--- config.mk ---
export PLATFORM = sky130hd
export DESIGN_NAME = lfps_sequencer
export DESIGN_NICKNAME = d
export VERILOG_FILES = /design/src/rtl/lfps_pkg.sv /design/src/rtl/lfps_sequencer.sv
export SDC_FILE = /design/constraint.sdc
export NUM_CORES = 1
export LEC_CHECK = 0
export BUFFER_PORTS_ARGS = -buffer_cell sky130_fd_sc_hd__buf_2
export CORE_AREA = 4 4 41 43
export CTS_BUF_LIST = sky130_fd_sc_hd__clkbuf_4
export DETAILED_ROUTE_END_ITERATION = 12
export DIE_AREA = 0 0 45 47
export GPL_TIMING_DRIVEN = 0
export SLEW_MARGIN = 20
export SYNTH_ARGS = -nofsm -noshare
export SYNTH_HDL_FRONTEND = slang
export SYNTH_SLANG_ARGS = --single-unit
--- constraint.sdc ---
create_clock -name clock -period 6 [get_ports clock]
set_input_delay 0.3 -clock clock [delete_from_list [all_inputs] [get_ports clock]]
set_output_delay 0.3 -clock clock [all_outputs]
set_load 0.05 [all_outputs]
--- src/rtl/lfps_pkg.sv ---
`timescale 1ns / 1ps
// ----------------------------------------------------------------------------
// lfps_pkg
// Shared widths, register codes, microcode types and arithmetic helpers for
// the line follower PID steering block.
// ----------------------------------------------------------------------------
package lfps_pkg;

   localparam int SENSOR_COUNT   = 5;
   localparam int SAMPLE_BITS    = 10;
   localparam int GAIN_BITS      = 24;
   localparam int SPEED_BITS     = 8;
   localparam int CSR_INDEX_BITS = 3;
   localparam int ERR_BITS       = 16;
   localparam int SUM_BITS       = 32;
   localparam int DERIV_BITS     = ERR_BITS + 1;
   localparam int POS_BITS       = 5;
   localparam int COUNT_BITS     = 3;
   localparam int MAG_BITS       = 4;
   localparam int QUOT_BITS      = ERR_BITS - 1;
   localparam int OPND_BITS      = 32;
   localparam int PROD_BITS      = GAIN_BITS + 1 + OPND_BITS;
   localparam int ACC_BITS       = PROD_BITS + 1;
   localparam int FRAC_BITS      = 28;
   localparam int STEP_BITS      = 3;

   localparam logic signed [ERR_BITS-1:0] ERR_LOST   = 16'sd10240;
   localparam logic [SPEED_BITS-1:0]      SPEED_MAX  = 8'd255;

   localparam logic [GAIN_BITS-1:0]   PROP_GAIN_RESET      = 24'd3932160;
   localparam logic [GAIN_BITS-1:0]   INTEG_GAIN_RESET     = 24'd328;
   localparam logic [GAIN_BITS-1:0]   DERIV_GAIN_RESET     = 24'd655360;
   localparam logic [SPEED_BITS-1:0]  BASE_SPEED_RESET     = 8'd150;
   localparam logic [SAMPLE_BITS-1:0] DARK_THRESHOLD_RESET = 10'd300;

   // sensor weights in half units, far left to far right
   localparam logic signed [POS_BITS-1:0] HALF_WEIGHT [SENSOR_COUNT] =
      '{5'sd5, 5'sd3, 5'sd0, -5'sd3, -5'sd5};

   typedef enum logic [CSR_INDEX_BITS-1:0] {
      CSR_PROP_GAIN      = 3'd0,
      CSR_INTEG_GAIN     = 3'd1,
      CSR_DERIV_GAIN     = 3'd2,
      CSR_BASE_SPEED     = 3'd3,
      CSR_DARK_THRESHOLD = 3'd4
   } csr_index_type;

   typedef struct packed {
      logic [GAIN_BITS-1:0]   prop_gain;
      logic [GAIN_BITS-1:0]   integ_gain;
      logic [GAIN_BITS-1:0]   deriv_gain;
      logic [SPEED_BITS-1:0]  base_speed;
      logic [SAMPLE_BITS-1:0] dark_threshold;
   } cfg_type;

   typedef enum logic [2:0] {
      OP_LOAD,
      OP_INTEG,
      OP_MUL_I,
      OP_MUL_D,
      OP_ACC,
      OP_LEFT,
      OP_OUT
   } op_type;

   typedef enum logic [1:0] {
      JC_NEXT,
      JC_WAIT_IN,
      JC_WAIT_OUT
   } jump_type;

   typedef struct packed {
      op_type                op;
      jump_type              jump;
      logic [STEP_BITS-1:0]  target;
   } ucode_type;

   typedef struct packed {
      op_type op;
      logic   fire;
      logic   in_ready;
   } ctl_type;

   // floor(m * 2048 / 3)
   function automatic logic [QUOT_BITS-1:0] third_of(input logic [MAG_BITS-1:0] mag);
      logic [QUOT_BITS-1:0] q;
      case (mag)
         4'd1:    q = 15'd682;
         4'd2:    q = 15'd1365;
         4'd3:    q = 15'd2048;
         4'd4:    q = 15'd2730;
         4'd5:    q = 15'd3413;
         4'd6:    q = 15'd4096;
         4'd7:    q = 15'd4778;
         4'd8:    q = 15'd5461;
         default: q = '0;
      endcase
      return q;
   endfunction

   // floor(m * 2048 / 5)
   function automatic logic [QUOT_BITS-1:0] fifth_of(input logic [MAG_BITS-1:0] mag);
      logic [QUOT_BITS-1:0] q;
      case (mag)
         4'd1:    q = 15'd409;
         4'd2:    q = 15'd819;
         4'd3:    q = 15'd1228;
         4'd4:    q = 15'd1638;
         4'd5:    q = 15'd2048;
         4'd6:    q = 15'd2457;
         4'd7:    q = 15'd2867;
         4'd8:    q = 15'd3276;
         default: q = '0;
      endcase
      return q;
   endfunction

   // mean half weight in q.11, truncated toward zero
   function automatic logic signed [ERR_BITS-1:0] err_of(
      input logic signed [POS_BITS-1:0] pos,
      input logic [COUNT_BITS-1:0]      count
   );
      logic [MAG_BITS-1:0]   mag;
      logic [QUOT_BITS-1:0]  q;
      logic signed [ERR_BITS-1:0] e;
      mag = pos[POS_BITS-1] ? MAG_BITS'(-pos) : MAG_BITS'(pos);
      case (count)
         3'd1:    q = {mag, 11'd0};
         3'd2:    q = {1'b0, mag, 10'd0};
         3'd3:    q = third_of(mag);
         3'd4:    q = {2'b0, mag, 9'd0};
         3'd5:    q = fifth_of(mag);
         default: q = '0;
      endcase
      e = $signed({1'b0, q});
      return pos[POS_BITS-1] ? -e : e;
   endfunction

   // drive level from a q.28 total, clamped to 0..255
   function automatic logic [SPEED_BITS-1:0] speed_of(
      input logic signed [ACC_BITS-1:0] total
   );
      logic [SPEED_BITS-1:0] s;
      if (total[ACC_BITS-1]) begin
         s = '0;
      end else if (|total[ACC_BITS-2:FRAC_BITS+SPEED_BITS]) begin
         s = SPEED_MAX;
      end else begin
         s = total[FRAC_BITS+SPEED_BITS-1:FRAC_BITS];
      end
      return s;
   endfunction

endpackage

--- src/rtl/lfps_sequencer.sv ---
`timescale 1ns / 1ps
// ----------------------------------------------------------------------------
// lfps_sequencer
// Step counter and microcode rom; issues one control word per step, with
// waits on the input and output channels and a jump back to the load step.
// ----------------------------------------------------------------------------
module lfps_sequencer
   import lfps_pkg::*;
(
   input  logic    clock,
   input  logic    reset,
   input  logic    req_valid,
   input  logic    out_busy,
   output ctl_type ctl
);

   localparam logic [STEP_BITS-1:0] STEP_LOAD  = 3'd0;
   localparam logic [STEP_BITS-1:0] STEP_INTEG = 3'd1;
   localparam logic [STEP_BITS-1:0] STEP_MUL_I = 3'd2;
   localparam logic [STEP_BITS-1:0] STEP_MUL_D = 3'd3;
   localparam logic [STEP_BITS-1:0] STEP_ACC   = 3'd4;
   localparam logic [STEP_BITS-1:0] STEP_LEFT  = 3'd5;
   localparam logic [STEP_BITS-1:0] STEP_OUT   = 3'd6;

   logic [STEP_BITS-1:0] step_ff;
   logic [STEP_BITS-1:0] step_in;
   ucode_type            word;
   logic                 fire;

   // microprogram
   always_comb begin
      unique case (step_ff)
         STEP_LOAD:  word = '{op: OP_LOAD,  jump: JC_WAIT_IN,  target: STEP_INTEG};
         STEP_INTEG: word = '{op: OP_INTEG, jump: JC_NEXT,     target: STEP_MUL_I};
         STEP_MUL_I: word = '{op: OP_MUL_I, jump: JC_NEXT,     target: STEP_MUL_D};
         STEP_MUL_D: word = '{op: OP_MUL_D, jump: JC_NEXT,     target: STEP_ACC};
         STEP_ACC:   word = '{op: OP_ACC,   jump: JC_NEXT,     target: STEP_LEFT};
         STEP_LEFT:  word = '{op: OP_LEFT,  jump: JC_NEXT,     target: STEP_OUT};
         STEP_OUT:   word = '{op: OP_OUT,   jump: JC_WAIT_OUT, target: STEP_LOAD};
         default:    word = '{op: OP_LEFT,  jump: JC_WAIT_OUT, target: STEP_LOAD};
      endcase
   end

   always_comb begin
      unique case (word.jump)
         JC_WAIT_IN: begin
            fire    = req_valid;
            step_in = req_valid ? step_ff + 1'b1 : step_ff;
         end
         JC_WAIT_OUT: begin
            fire    = !out_busy;
            step_in = out_busy ? step_ff : word.target;
         end
         default: begin
            fire    = 1'b1;
            step_in = step_ff + 1'b1;
         end
      endcase
   end

   assign ctl.op       = word.op;
   assign ctl.fire     = fire;
   assign ctl.in_ready = (word.jump == JC_WAIT_IN);

   always_ff @(posedge clock) begin
      if (reset) begin
         step_ff <= STEP_LOAD;
      end else begin
         step_ff <= step_in;
      end
   end

endmodule

==> flow_metrics.py, run 1 <==
metrics = {
    "timing": {
        "worst_slew_pin_slew_ps": 301.0,
        "setup_repair_after_global_routing_missed_its_margin": "no",
        "setup-violations-final": 0,
        "timing.clock.skew_ps": 1.662,
        "final_min_period_over_clock_period_pct": 47.84,
        "total_negative_slack_for_setup_checks_ps": 0,
        "finalHoldViolCount": 0,
        "fin_crit_ps": 2871,
        "setup_slack_ps": 3129,
        "relSlewSlack_pct": 79.94,
        "fin_hold_ws_ps": 268.9,
        "slew_violations": 0,
        "fmax_mhz": 348.4,
    },
    "routing": {
        "route.detailed.drc": 0,
        "detail_route.first_pass.iterations": 4,
        "vias_per_cell": 4.789,
        "detail-route-antenna-nets": 0,
        "num_vias": 364,
        "iter_0_drt_violations": 3,
        "route.final.wire_length_um": 735,
        "wl_per_cell_um": 9.671,
    },
    "clock_tree": {
        "numCtsBuffers": 3,
        "cts.sink_count": 3,
        "clk_transition_reported_paths_ps": 40,
        "clock_tree.root_cell": "sky130_fd_sc_hd__clkbuf_4",
        "worst_skew_pair.late_latency_ps": 230,
        "number_of_hold_repair_buffers_added_at_the_cts_stage": 0,
        "tritoncts": "yes",
        "post_cts_buffers": 0,
        "htree_num_levels": 1,
        "clk_path_buf_depth": 2,
        "cts_repair_resize_count": 0,
    },
    "synthesis": {
        "synth_cell_type_count": 23,
        "yosysWarningCount": 0,
        "synth_area_per_cell_um2": 8.350,
        "synth_nets": 61,
        "synth.ff_latch_count": 3,
        "post_synth_inst_count": 49,
        "syn_area_um2": 409.1,
        "synth_sequential_area_ratio_pct": 14.68,
    },
    "final_layout": {
        "commonest_non_fill_non_tap_cell_in_the_layout": "sky130_fd_sc_hd__buf_2",
        "commonest_cells_after_routing_fill_and_taps_aside": "sky130_fd_sc_hd__buf_2, sky130_fd_sc_hd__ha_1, sky130_fd_sc_hd__inv_1",
        "final.fill_count": 152,
        "reg_top3": "step_ff (3)",
        "number_of_flip_flops_under_the_largest_register_name": 3,
        "antenna_cells_inserted": 0,
        "area_delta_synth_final_pct": 21.71,
        "finish.net_count": 74,
        "combined_flip_flop_and_latch_cell_area_um2": 60.06,
        "final_design_area_no_fill_um2": 498.0,
        "post_route_cells_drive_above_1_share_pct": 31.15,
        "multi_input_area_um2": 310.3,
        "biggest_register": "step_ff",
    },
    "worst_setup_path": {
        "timing.critical_path.fanout_max": 8,
        "cp.required_ps": 5700,
        "start_kind": "register",
        "worstSetupPathType": "register to output port",
        "timing.critical_path.cells": "inv_1 -> ha_1 -> nor2_1 -> nor4b_2 -> a21o_1 -> ha_1 -> a221o_1 -> buf_4 -> buf_2",
        "crit_path_top_delay_cell": "sky130_fd_sc_hd__dfxtp_1",
        "category_of_the_worst_setup_path_capture_point": "output port",
        "cp_common_cell": "sky130_fd_sc_hd__ha_1",
        "cp.arrival_ps": 2570,
        "worst_path_largest_cell_delay_ps": 390,
    },
    "placed_design": {
        "dpl-instance-area_um2": 467.9,
        "hpwlAfterDp_um": 581.6,
        "pre_cts_slack_ps": 3373,
        "gp_congestion": 0.7260,
        "portBuffers": 8,
    },
    "run_status": {
        "outcome": "finished, final reports clean",
    },
    "grt": {
        "grt_pass1_wl_mm": 1.338,
        "grt_pass1_vias": 333,
        "globalRoute.totalOverflow": 0,
        "antenna_found_initial": 0,
        "groute.usage.overall_pct": 8.373,
        "grt_max_degree": 11,
    },
    "floorplan": {
        "fp-row-count": 13,
        "initial_core_util_pct": 31.44,
        "full_die_area_um2": 2115,
        "core_um2": 1301,
        "dieWidth_um": 45,
        "die_height_um": 47,
        "top_level_i_o_count": 9,
    },
    "worst_hold_path": {
        "hold_path.class": "input port to register",
    },
    "job": {
        "max_cap_viol_count": 0,
    },
}
## critical path: cells and delay by family (launching register included)
kind	cells	cell delay, ps
AO/OA/AOI/OAI	2	370
adder cells (fa/ha/maj)	2	610
buffers and inverters	3	440
flip-flops	1	390
AND/OR/NAND/NOR	2	520
## stage by stage
stage,utilization [%],std cells
2_1_floorplan,-,49
3_3_place_gp,35.96,72
3_5_place_dp,35.96,72
4_1_cts,38.27,76
5_1_grt,38.27,76
6_report,38.27,76
## logic make-up (layout without fill, tap and decap cells)
| logic type | count (synthesis) | count (layout) | share of synthesized area, % |
|---|---|---|---|
| AND/OR/NAND/NOR | 12 | 12 | 18.04 |
| AO/OA/AOI/OAI | 17 | 17 | 33.33 |
| buffers and inverters | 9 | 21 | 9.478 |
| adder cells (fa/ha/maj) | 8 | 8 | 24.47 |
| flip-flops | 3 | 3 | 14.68 |
## layer usage
metal / GRT usage [%] / routed length (um) / up-vias
met5: 0 / 0 / -
met4: 5.263 / 0 / 0
met3: 0 / 21 / 0
met2: 12.43 / 340 / 6
met1: 12.05 / 373 / 163
li1: - / - / 195
## synthesized netlist by cell type, drive strengths merged
cell,n,area share [%]
nor2,5,4.6
a211oi,1,3.1
ha,8,24
nor2b,1,1.5
dfxtp,3,15
inv,7,6.4
o221ai,1,2.1
a22oi,1,5.2
a21oi,5,6.1
nand3b,1,1.8
o21bai,1,1.8
nand2b,2,3.1
a21o,3,5.5
buf,2,3.1
o21ai,2,2.4
nor3,1,2.4
nand2,1,0.92
a221o,1,2.4
nor4b,1,3.7
o2111a,1,2.8
o31ai,1,1.8
## final cells by class
type	instances	share of cell area, %
tap	15	3.769
sequential	3	12.06
buffer	2	2.513
inverter	7	5.276
clock buffer	4	6.030
multi-input combinational	37	62.31
timing repair buffer	8	8.040
## worst paths after layout
path,to,start,depth (start not counted),slack [ps]
worst min-delay path,step_ff[0],reset,2,270
worst min register to register,step_ff[1],step_ff[1],2,500
worst max-delay path,ctl[1],step_ff[0],9,3130
worst max register to register,step_ff[2],step_ff[0],10,3660
Power of run 1 is not shown: default switching activity piles up to over one toggle a cycle in this logic, so the estimate is an artifact.
==> run 2: changes to the inputs <==
ABC_AREA = 1   (was default)
clock period = 2.8 ns   (was 6 ns; I/O delays follow)
==> run 2 against run 1 <==
  * Die area unchanged
  * Critical path depth up 3
  * Cell count is 21% higher
  * Synthesized cell count grew 33%
  * First-iteration DRC count rose by 100%
  * Global-route usage increased by 0.31 points
  * Via count increased by 4.9%
  * Register-to-register slack worse by 2900 ps
  * Core utilization increased by 3.3 points
  * Sequential cell count unchanged
==> flow_metrics.py, run 2 <==
metrics = {
    "synthesis": {
        "synth_sequential_area_ratio_pct": 13.30,
        "netlist_top_cells_count": "sky130_fd_sc_hd__nand2_1, sky130_fd_sc_hd__inv_1, sky130_fd_sc_hd__ha_1, sky130_fd_sc_hd__a21oi_1, sky130_fd_sc_hd__o21ai_0",
        "synth_enable_flop_cells": 0,
        "synth_cell_type_count": 16,
        "synthArstFlopShare_pct": 0,
        "synth.top_cells.by_area": "sky130_fd_sc_hd__ha_1, sky130_fd_sc_hd__dfxtp_1, sky130_fd_sc_hd__nand2_1",
        "postSynth.topFlopCell": "sky130_fd_sc_hd__dfxtp_1",
        "synth.most_common_cell": "sky130_fd_sc_hd__nand2_1",
        "synth_nets": 77,
        "synth_area_per_cell_um2": 6.949,
        "synthDominantAreaCellType": "sky130_fd_sc_hd__ha_1",
        "syn_area_um2": 451.7,
        "post_synth_inst_count": 65,
        "synth_top_area_share_pct": 22.16,
        "synth.ff_latch_count": 3,
        "yosysWarningCount": 0,
    },
    "clock_tree": {
        "clk_transition_reported_paths_ps": 40,
        "clock_tree.root_cell": "sky130_fd_sc_hd__clkbuf_4",
        "worst_skew_pair.late_latency_ps": 230,
        "cts.sink_count": 3,
        "cts_repair_resize_count": 0,
        "post_cts_buffers": 0,
        "number_of_hold_repair_buffers_added_at_the_cts_stage": 0,
        "htree_num_levels": 1,
        "numCtsBuffers": 3,
        "tritoncts": "yes",
        "clk_path_buf_depth": 2,
    },
    "worst_setup_path": {
        "worstSetupPathType": "register to output port",
        "crit_path_start": "step_ff[0]",
        "cp.required_ps": 2660,
        "timing.critical_path.fanout_max": 5,
        "timing.reg2reg.worst_path_depth": 13,
        "cp.arrival_ps": 2280,
        "r2r-start": "step_ff[0]",
        "start_kind": "register",
        "worstSetupEndpoint": "ctl[1]",
        "reg2reg_setup_slack_ps": 800,
        "r2r-end": "step_ff[0]",
        "category_of_the_worst_setup_path_capture_point": "output port",
    },
    "floorplan": {
        "fp-row-count": 13,
        "core_um2": 1301,
        "dieWidth_um": 45,
        "initial_core_util_pct": 34.71,
        "top_level_i_o_count": 9,
        "full_die_area_um2": 2115,
        "die_height_um": 47,
    },
    "timing": {
        "setup-violations-final": 0,
        "slew_violations": 0,
        "fmax_mhz": 412.5,
        "total_negative_slack_for_setup_checks_ps": 0,
        "fin_crit_ps": 2424,
        "finalHoldViolCount": 0,
        "setup_repair_after_global_routing_missed_its_margin": "no",
        "worst_slew_pin_slew_ps": 250.8,
        "relSlewSlack_pct": 83.40,
        "final_min_period_over_clock_period_pct": 86.58,
        "timing.clock.skew_ps": 3.406,
    },
    "routing": {
        "route.detailed.drc": 0,
        "detail-route-antenna-nets": 0,
        "route.final.wire_length_um": 753,
        "num_vias": 382,
        "vias_per_cell": 4.152,
        "iter_0_drt_violations": 6,
        "wl_per_cell_um": 8.185,
        "detail_route.first_pass.iterations": 3,
    },
    "grt": {
        "grt_pass1_wl_mm": 1.352,
        "antenna_found_initial": 0,
        "globalRoute.totalOverflow": 0,
        "grt_max_degree": 10,
        "groute.usage.overall_pct": 8.682,
        "grt_pass1_vias": 336,
    },
    "final_layout": {
        "post_route_cells_drive_above_1_share_pct": 36.36,
        "reg_top3": "step_ff (3)",
        "commonest_non_fill_non_tap_cell_in_the_layout": "sky130_fd_sc_hd__nand2_1",
        "finish.net_count": 90,
        "commonest_cells_after_routing_fill_and_taps_aside": "sky130_fd_sc_hd__nand2_1, sky130_fd_sc_hd__inv_1, sky130_fd_sc_hd__ha_1, sky130_fd_sc_hd__buf_2, sky130_fd_sc_hd__a21oi_1",
        "number_of_flip_flops_under_the_largest_register_name": 3,
        "area_delta_synth_final_pct": 19.67,
        "biggest_register": "step_ff",
        "antenna_cells_inserted": 0,
        "instances_no_fill": 92,
    },
    "placed_design": {
        "place.detailed.instances": 88,
        "gp_congestion": 0.8151,
        "portBuffers": 8,
        "hpwlAfterDp_um": 639.4,
    },
    "run_status": {
        "outcome": "finished, final reports clean",
    },
    "worst_hold_path": {
        "hold_path.class": "input port to register",
    },
    "job": {
        "max_cap_viol_count": 0,
    },
}
## run 2: cells by family after synthesis
logic type	count (synthesis)	synth area share, %
buffers and inverters	16	16.34
AO/OA/AOI/OAI	13	16.07
flip-flops	3	13.30
adder cells (fa/ha/maj)	8	22.16
AND/OR/NAND/NOR	25	32.13
## run 2: layer usage
layer,vias up,part of all wire (%),GRT usage [%]
met5,-,0,0
met4,0,0,1.754
met3,0,5.4,3.831
met2,8,42,12.43
met1,151,52,12.02
li1,223,-,-
## run 2: final cells by class
type,count,area [um^2]
timing repair buffer,8,40.04
sequential,3,60.06
buffer,2,18.77
fill,144,760.7
tap,15,18.77
clock buffer,4,30.03
inverter,14,55.05
multi-input combinational,46,317.8
## run 2: through the flow
stage	hold WS [ps]	worst slack (ps)	utilization, %	area (um^2)
2_1_floorplan	315.4	701.1	-	451.7
3_3_place_gp	414.6	592.7	39.23	510.5
3_5_place_dp	415.6	614.3	39.23	510.5
4_1_cts	173.1	349.1	41.54	540.5
5_1_grt	214.1	147.1	41.54	540.5
6_report	179.3	375.9	41.54	540.5
## run 2: worst min path at each step
stage / start / endpoint / slack [ps] / cells past startpoint
final: reset / step_ff[1] / 180 / 4
after global routing: reset / step_ff[2] / 210 / 4
after CTS: reset / step_ff[1] / 170 / 4
after detailed placement: reset / step_ff[1] / 420 / 4
after global placement: reset / step_ff[1] / 410 / 4
after floorplan: reset / step_ff[1] / 320 / 3
## run 2: critical path, stage by stage (launching register included)
cell and delay (ps):
sky130_fd_sc_hd__dfxtp_1 370, sky130_fd_sc_hd__inv_1 110, sky130_fd_sc_hd__ha_1 220, sky130_fd_sc_hd__inv_1 180, sky130_fd_sc_hd__nor2_8 50, sky130_fd_sc_hd__nor2_2 120
sky130_fd_sc_hd__nand2_4 80, sky130_fd_sc_hd__nand2_2 70, sky130_fd_sc_hd__ha_1 190, sky130_fd_sc_hd__inv_1 110, sky130_fd_sc_hd__o21ai_0 180, sky130_fd_sc_hd__buf_4 120
sky130_fd_sc_hd__buf_2 250
Power of run 2 is left out for the same reason.
==> run 3: changes to the inputs <==
==> constraint.sdc (replaced) <==
create_clock -name clock -period 2.8 [get_ports clock]
set_input_delay 0.56 -clock clock [delete_from_list [all_inputs] [get_ports clock]]
set_output_delay 0.56 -clock clock [all_outputs]
set_load 0.05 [all_outputs]
==> run 3 against run 2 <==
  * Wire length is 1.9% higher
  * Core utilization rose by 0.87 points
  * Register-to-register slack better by 80 ps
  * Clock skew fell by 0.55 ps
  * First-iteration DRC count did not move
  * Setup slack got worse by 200 ps
  * Hold slack improved by 380 ps
  * Via count is 0.26% lower
  * Sequential share of layout area up 0.23 points
  * Sequential cell count unchanged
  * Global-route usage unchanged
  * Critical endpoint unchanged
==> flow_metrics.py, run 3 (same netlist as run 2, synthesis figures left out) <==
metrics = {
    "run_status": {
        "outcome": "finished, final reports clean",
    },
    "worst_setup_path": {
        "sum_of_buffers_and_inverters_on_the_critical_path": 5,
        "cp.required_ps": 2240,
        "worstSetupPathType": "register to output port",
        "worst_path_largest_cell_delay_ps": 340,
        "crit_path_start": "step_ff[0]",
        "cp.arrival_ps": 2070,
        "category_of_the_worst_setup_path_capture_point": "output port",
        "timing.critical_path.cells": "inv_1 -> ha_1 -> inv_2 -> nor2_8 -> nor2_2 -> nand2_4 -> nand2_2 -> inv_1 -> ha_1 -> a21oi_1 -> o21ai_1 -> buf_4 -> buf_6",
        "reg2reg_setup_slack_ps": 880,
        "critPathTopFamily": "buffers and inverters",
        "timing.reg2reg.worst_path_depth": 13,
        "r2r-start": "step_ff[0]",
        "start_kind": "register",
        "r2r-end": "step_ff[0]",
        "crit_path_top_delay_cell": "sky130_fd_sc_hd__dfxtp_2",
        "timing.critical_path.fanout_max": 4,
    },
    "worst_hold_path": {
        "worstHoldEndpoint": "step_ff[1]",
        "startpoint_of_the_lowest_slack_hold_path": "step_ff[1]",
        "worstHoldPathCells": 2,
        "hold_path.class": "register to register",
    },
    "timing": {
        "final_min_period_over_clock_period_pct": 93.78,
        "timing.clock.skew_ps": 2.853,
        "fmax_mhz": 380.9,
        "setup-violations-final": 0,
        "relSlewSlack_pct": 83.48,
        "total_negative_slack_for_setup_checks_ps": 0,
        "finalHoldViolCount": 0,
        "setup_repair_after_global_routing_missed_its_margin": "no",
        "fin_crit_ps": 2626,
        "worst_slew_pin_slew_ps": 249.6,
        "slew_violations": 0,
    },
    "clock_tree": {
        "htree_num_levels": 1,
        "numCtsBuffers": 3,
        "clk_path_buf_depth": 2,
        "cts.sink_count": 3,
        "clock_tree.root_cell": "sky130_fd_sc_hd__clkbuf_4",
        "clk_transition_reported_paths_ps": 40,
        "worst_skew_pair.late_latency_ps": 230,
        "tritoncts": "yes",
    },
    "routing": {
        "iter_0_drt_violations": 6,
        "route.detailed.drc": 0,
        "detail_route.first_pass.iterations": 3,
        "route.final.wire_length_um": 767,
        "detail-route-antenna-nets": 0,
        "num_vias": 381,
        "wl_per_cell_um": 8.337,
        "vias_per_cell": 4.141,
    },
    "final_layout": {
        "antenna_cells_inserted": 0,
        "number_of_flip_flops_under_the_largest_register_name": 3,
        "biggest_register": "step_ff",
        "commonest_cells_after_routing_fill_and_taps_aside": "sky130_fd_sc_hd__nand2_1, sky130_fd_sc_hd__inv_1, sky130_fd_sc_hd__ha_1, sky130_fd_sc_hd__buf_2, sky130_fd_sc_hd__a21oi_1",
        "finish.net_count": 90,
        "area_delta_synth_final_pct": 22.16,
        "commonest_non_fill_non_tap_cell_in_the_layout": "sky130_fd_sc_hd__nand2_1",
        "post_route_cells_drive_above_1_share_pct": 41.56,
        "reg_top3": "step_ff (3)",
    },
    "floorplan": {
        "fp-row-count": 13,
        "dieWidth_um": 45,
        "full_die_area_um2": 2115,
        "die_height_um": 47,
        "top_level_i_o_count": 9,
        "initial_core_util_pct": 34.71,
        "core_um2": 1301,
    },
    "grt": {
        "grt_pass1_vias": 336,
        "groute.usage.overall_pct": 8.682,
        "globalRoute.totalOverflow": 0,
        "grt_max_degree": 10,
        "grt_pass1_wl_mm": 1.352,
        "antenna_found_initial": 0,
    },
    "placed_design": {
        "hpwlAfterDp_um": 639.4,
        "portBuffers": 8,
        "gp_congestion": 0.8151,
    },
    "job": {
        "max_cap_viol_count": 0,
    },
}
[run 3: cell counts in the layout (fill, tap and decap cells not counted)]
Identical to the previous run, type by type.
[run 3: through the flow]
stage / hold slack (ps) / worst slack [ps] / utilization, % / area (um^2) / cells
final: 555.4 / 174.3 / 42.40 / 551.8 / 92
after global routing: 634.1 / 8.166 / 42.40 / 551.8 / 92
after CTS: 582.6 / 34.55 / 41.73 / 543.0 / 92
after detailed placement: 580.3 / 194.3 / 39.23 / 510.5 / 88
after global placement: 581.9 / 172.7 / 39.23 / 510.5 / 88
after floorplan: 544.8 / 500.3 / - / 451.7 / 65
[run 3: what timing repair did]
action / 4_1_cts / 5_1_grt
pin swaps: 0 / 1
gates resized for setup: 2 / 5
hold buffers: 0 / 0
buffers inserted: 0 / 0
setup endpoints to repair: 1 / 1
[run 3: how the worst max path moves through the flow]
stage	to	slack, ps	cells after the start
3_5_place_dp	ctl[1]	190	12
4_1_cts	ctl[1]	30	12
5_1_grt	ctl[1]	8	12
2_1_floorplan	ctl[1]	500	11
3_3_place_gp	ctl[1]	170	12
6_report	ctl[1]	170	13
[run 3: final cells by class]
| type | count | area [um^2] |
|---|---|---|
| plain buffers | 2 | 18.77 |
| inverters | 14 | 55.05 |
| multi-input cells | 46 | 320.3 |
| flip-flops and latches | 3 | 62.56 |
| well taps | 15 | 18.77 |
| clock buffers | 4 | 30.03 |
| repair buffers | 8 | 46.29 |
| fillers | 143 | 749.5 |
[run 3: metal layers]
layer  vias to the layer above  wire length [um]  track usage [%]
li1                        223                 -                -
met5                         -                 0                0
met4                         0                 0            1.754
met1                       150               394            12.02
met2                         8               330            12.43
met3                         0                43            3.831
[run 3: worst min-delay path, stage by stage, from the launching register on]
cell	delay [ps]
sky130_fd_sc_hd__dfxtp_2	330
sky130_fd_sc_hd__o21ai_0	150
sky130_fd_sc_hd__a21oi_1	40
Power of run 3 is left out for the same reason.
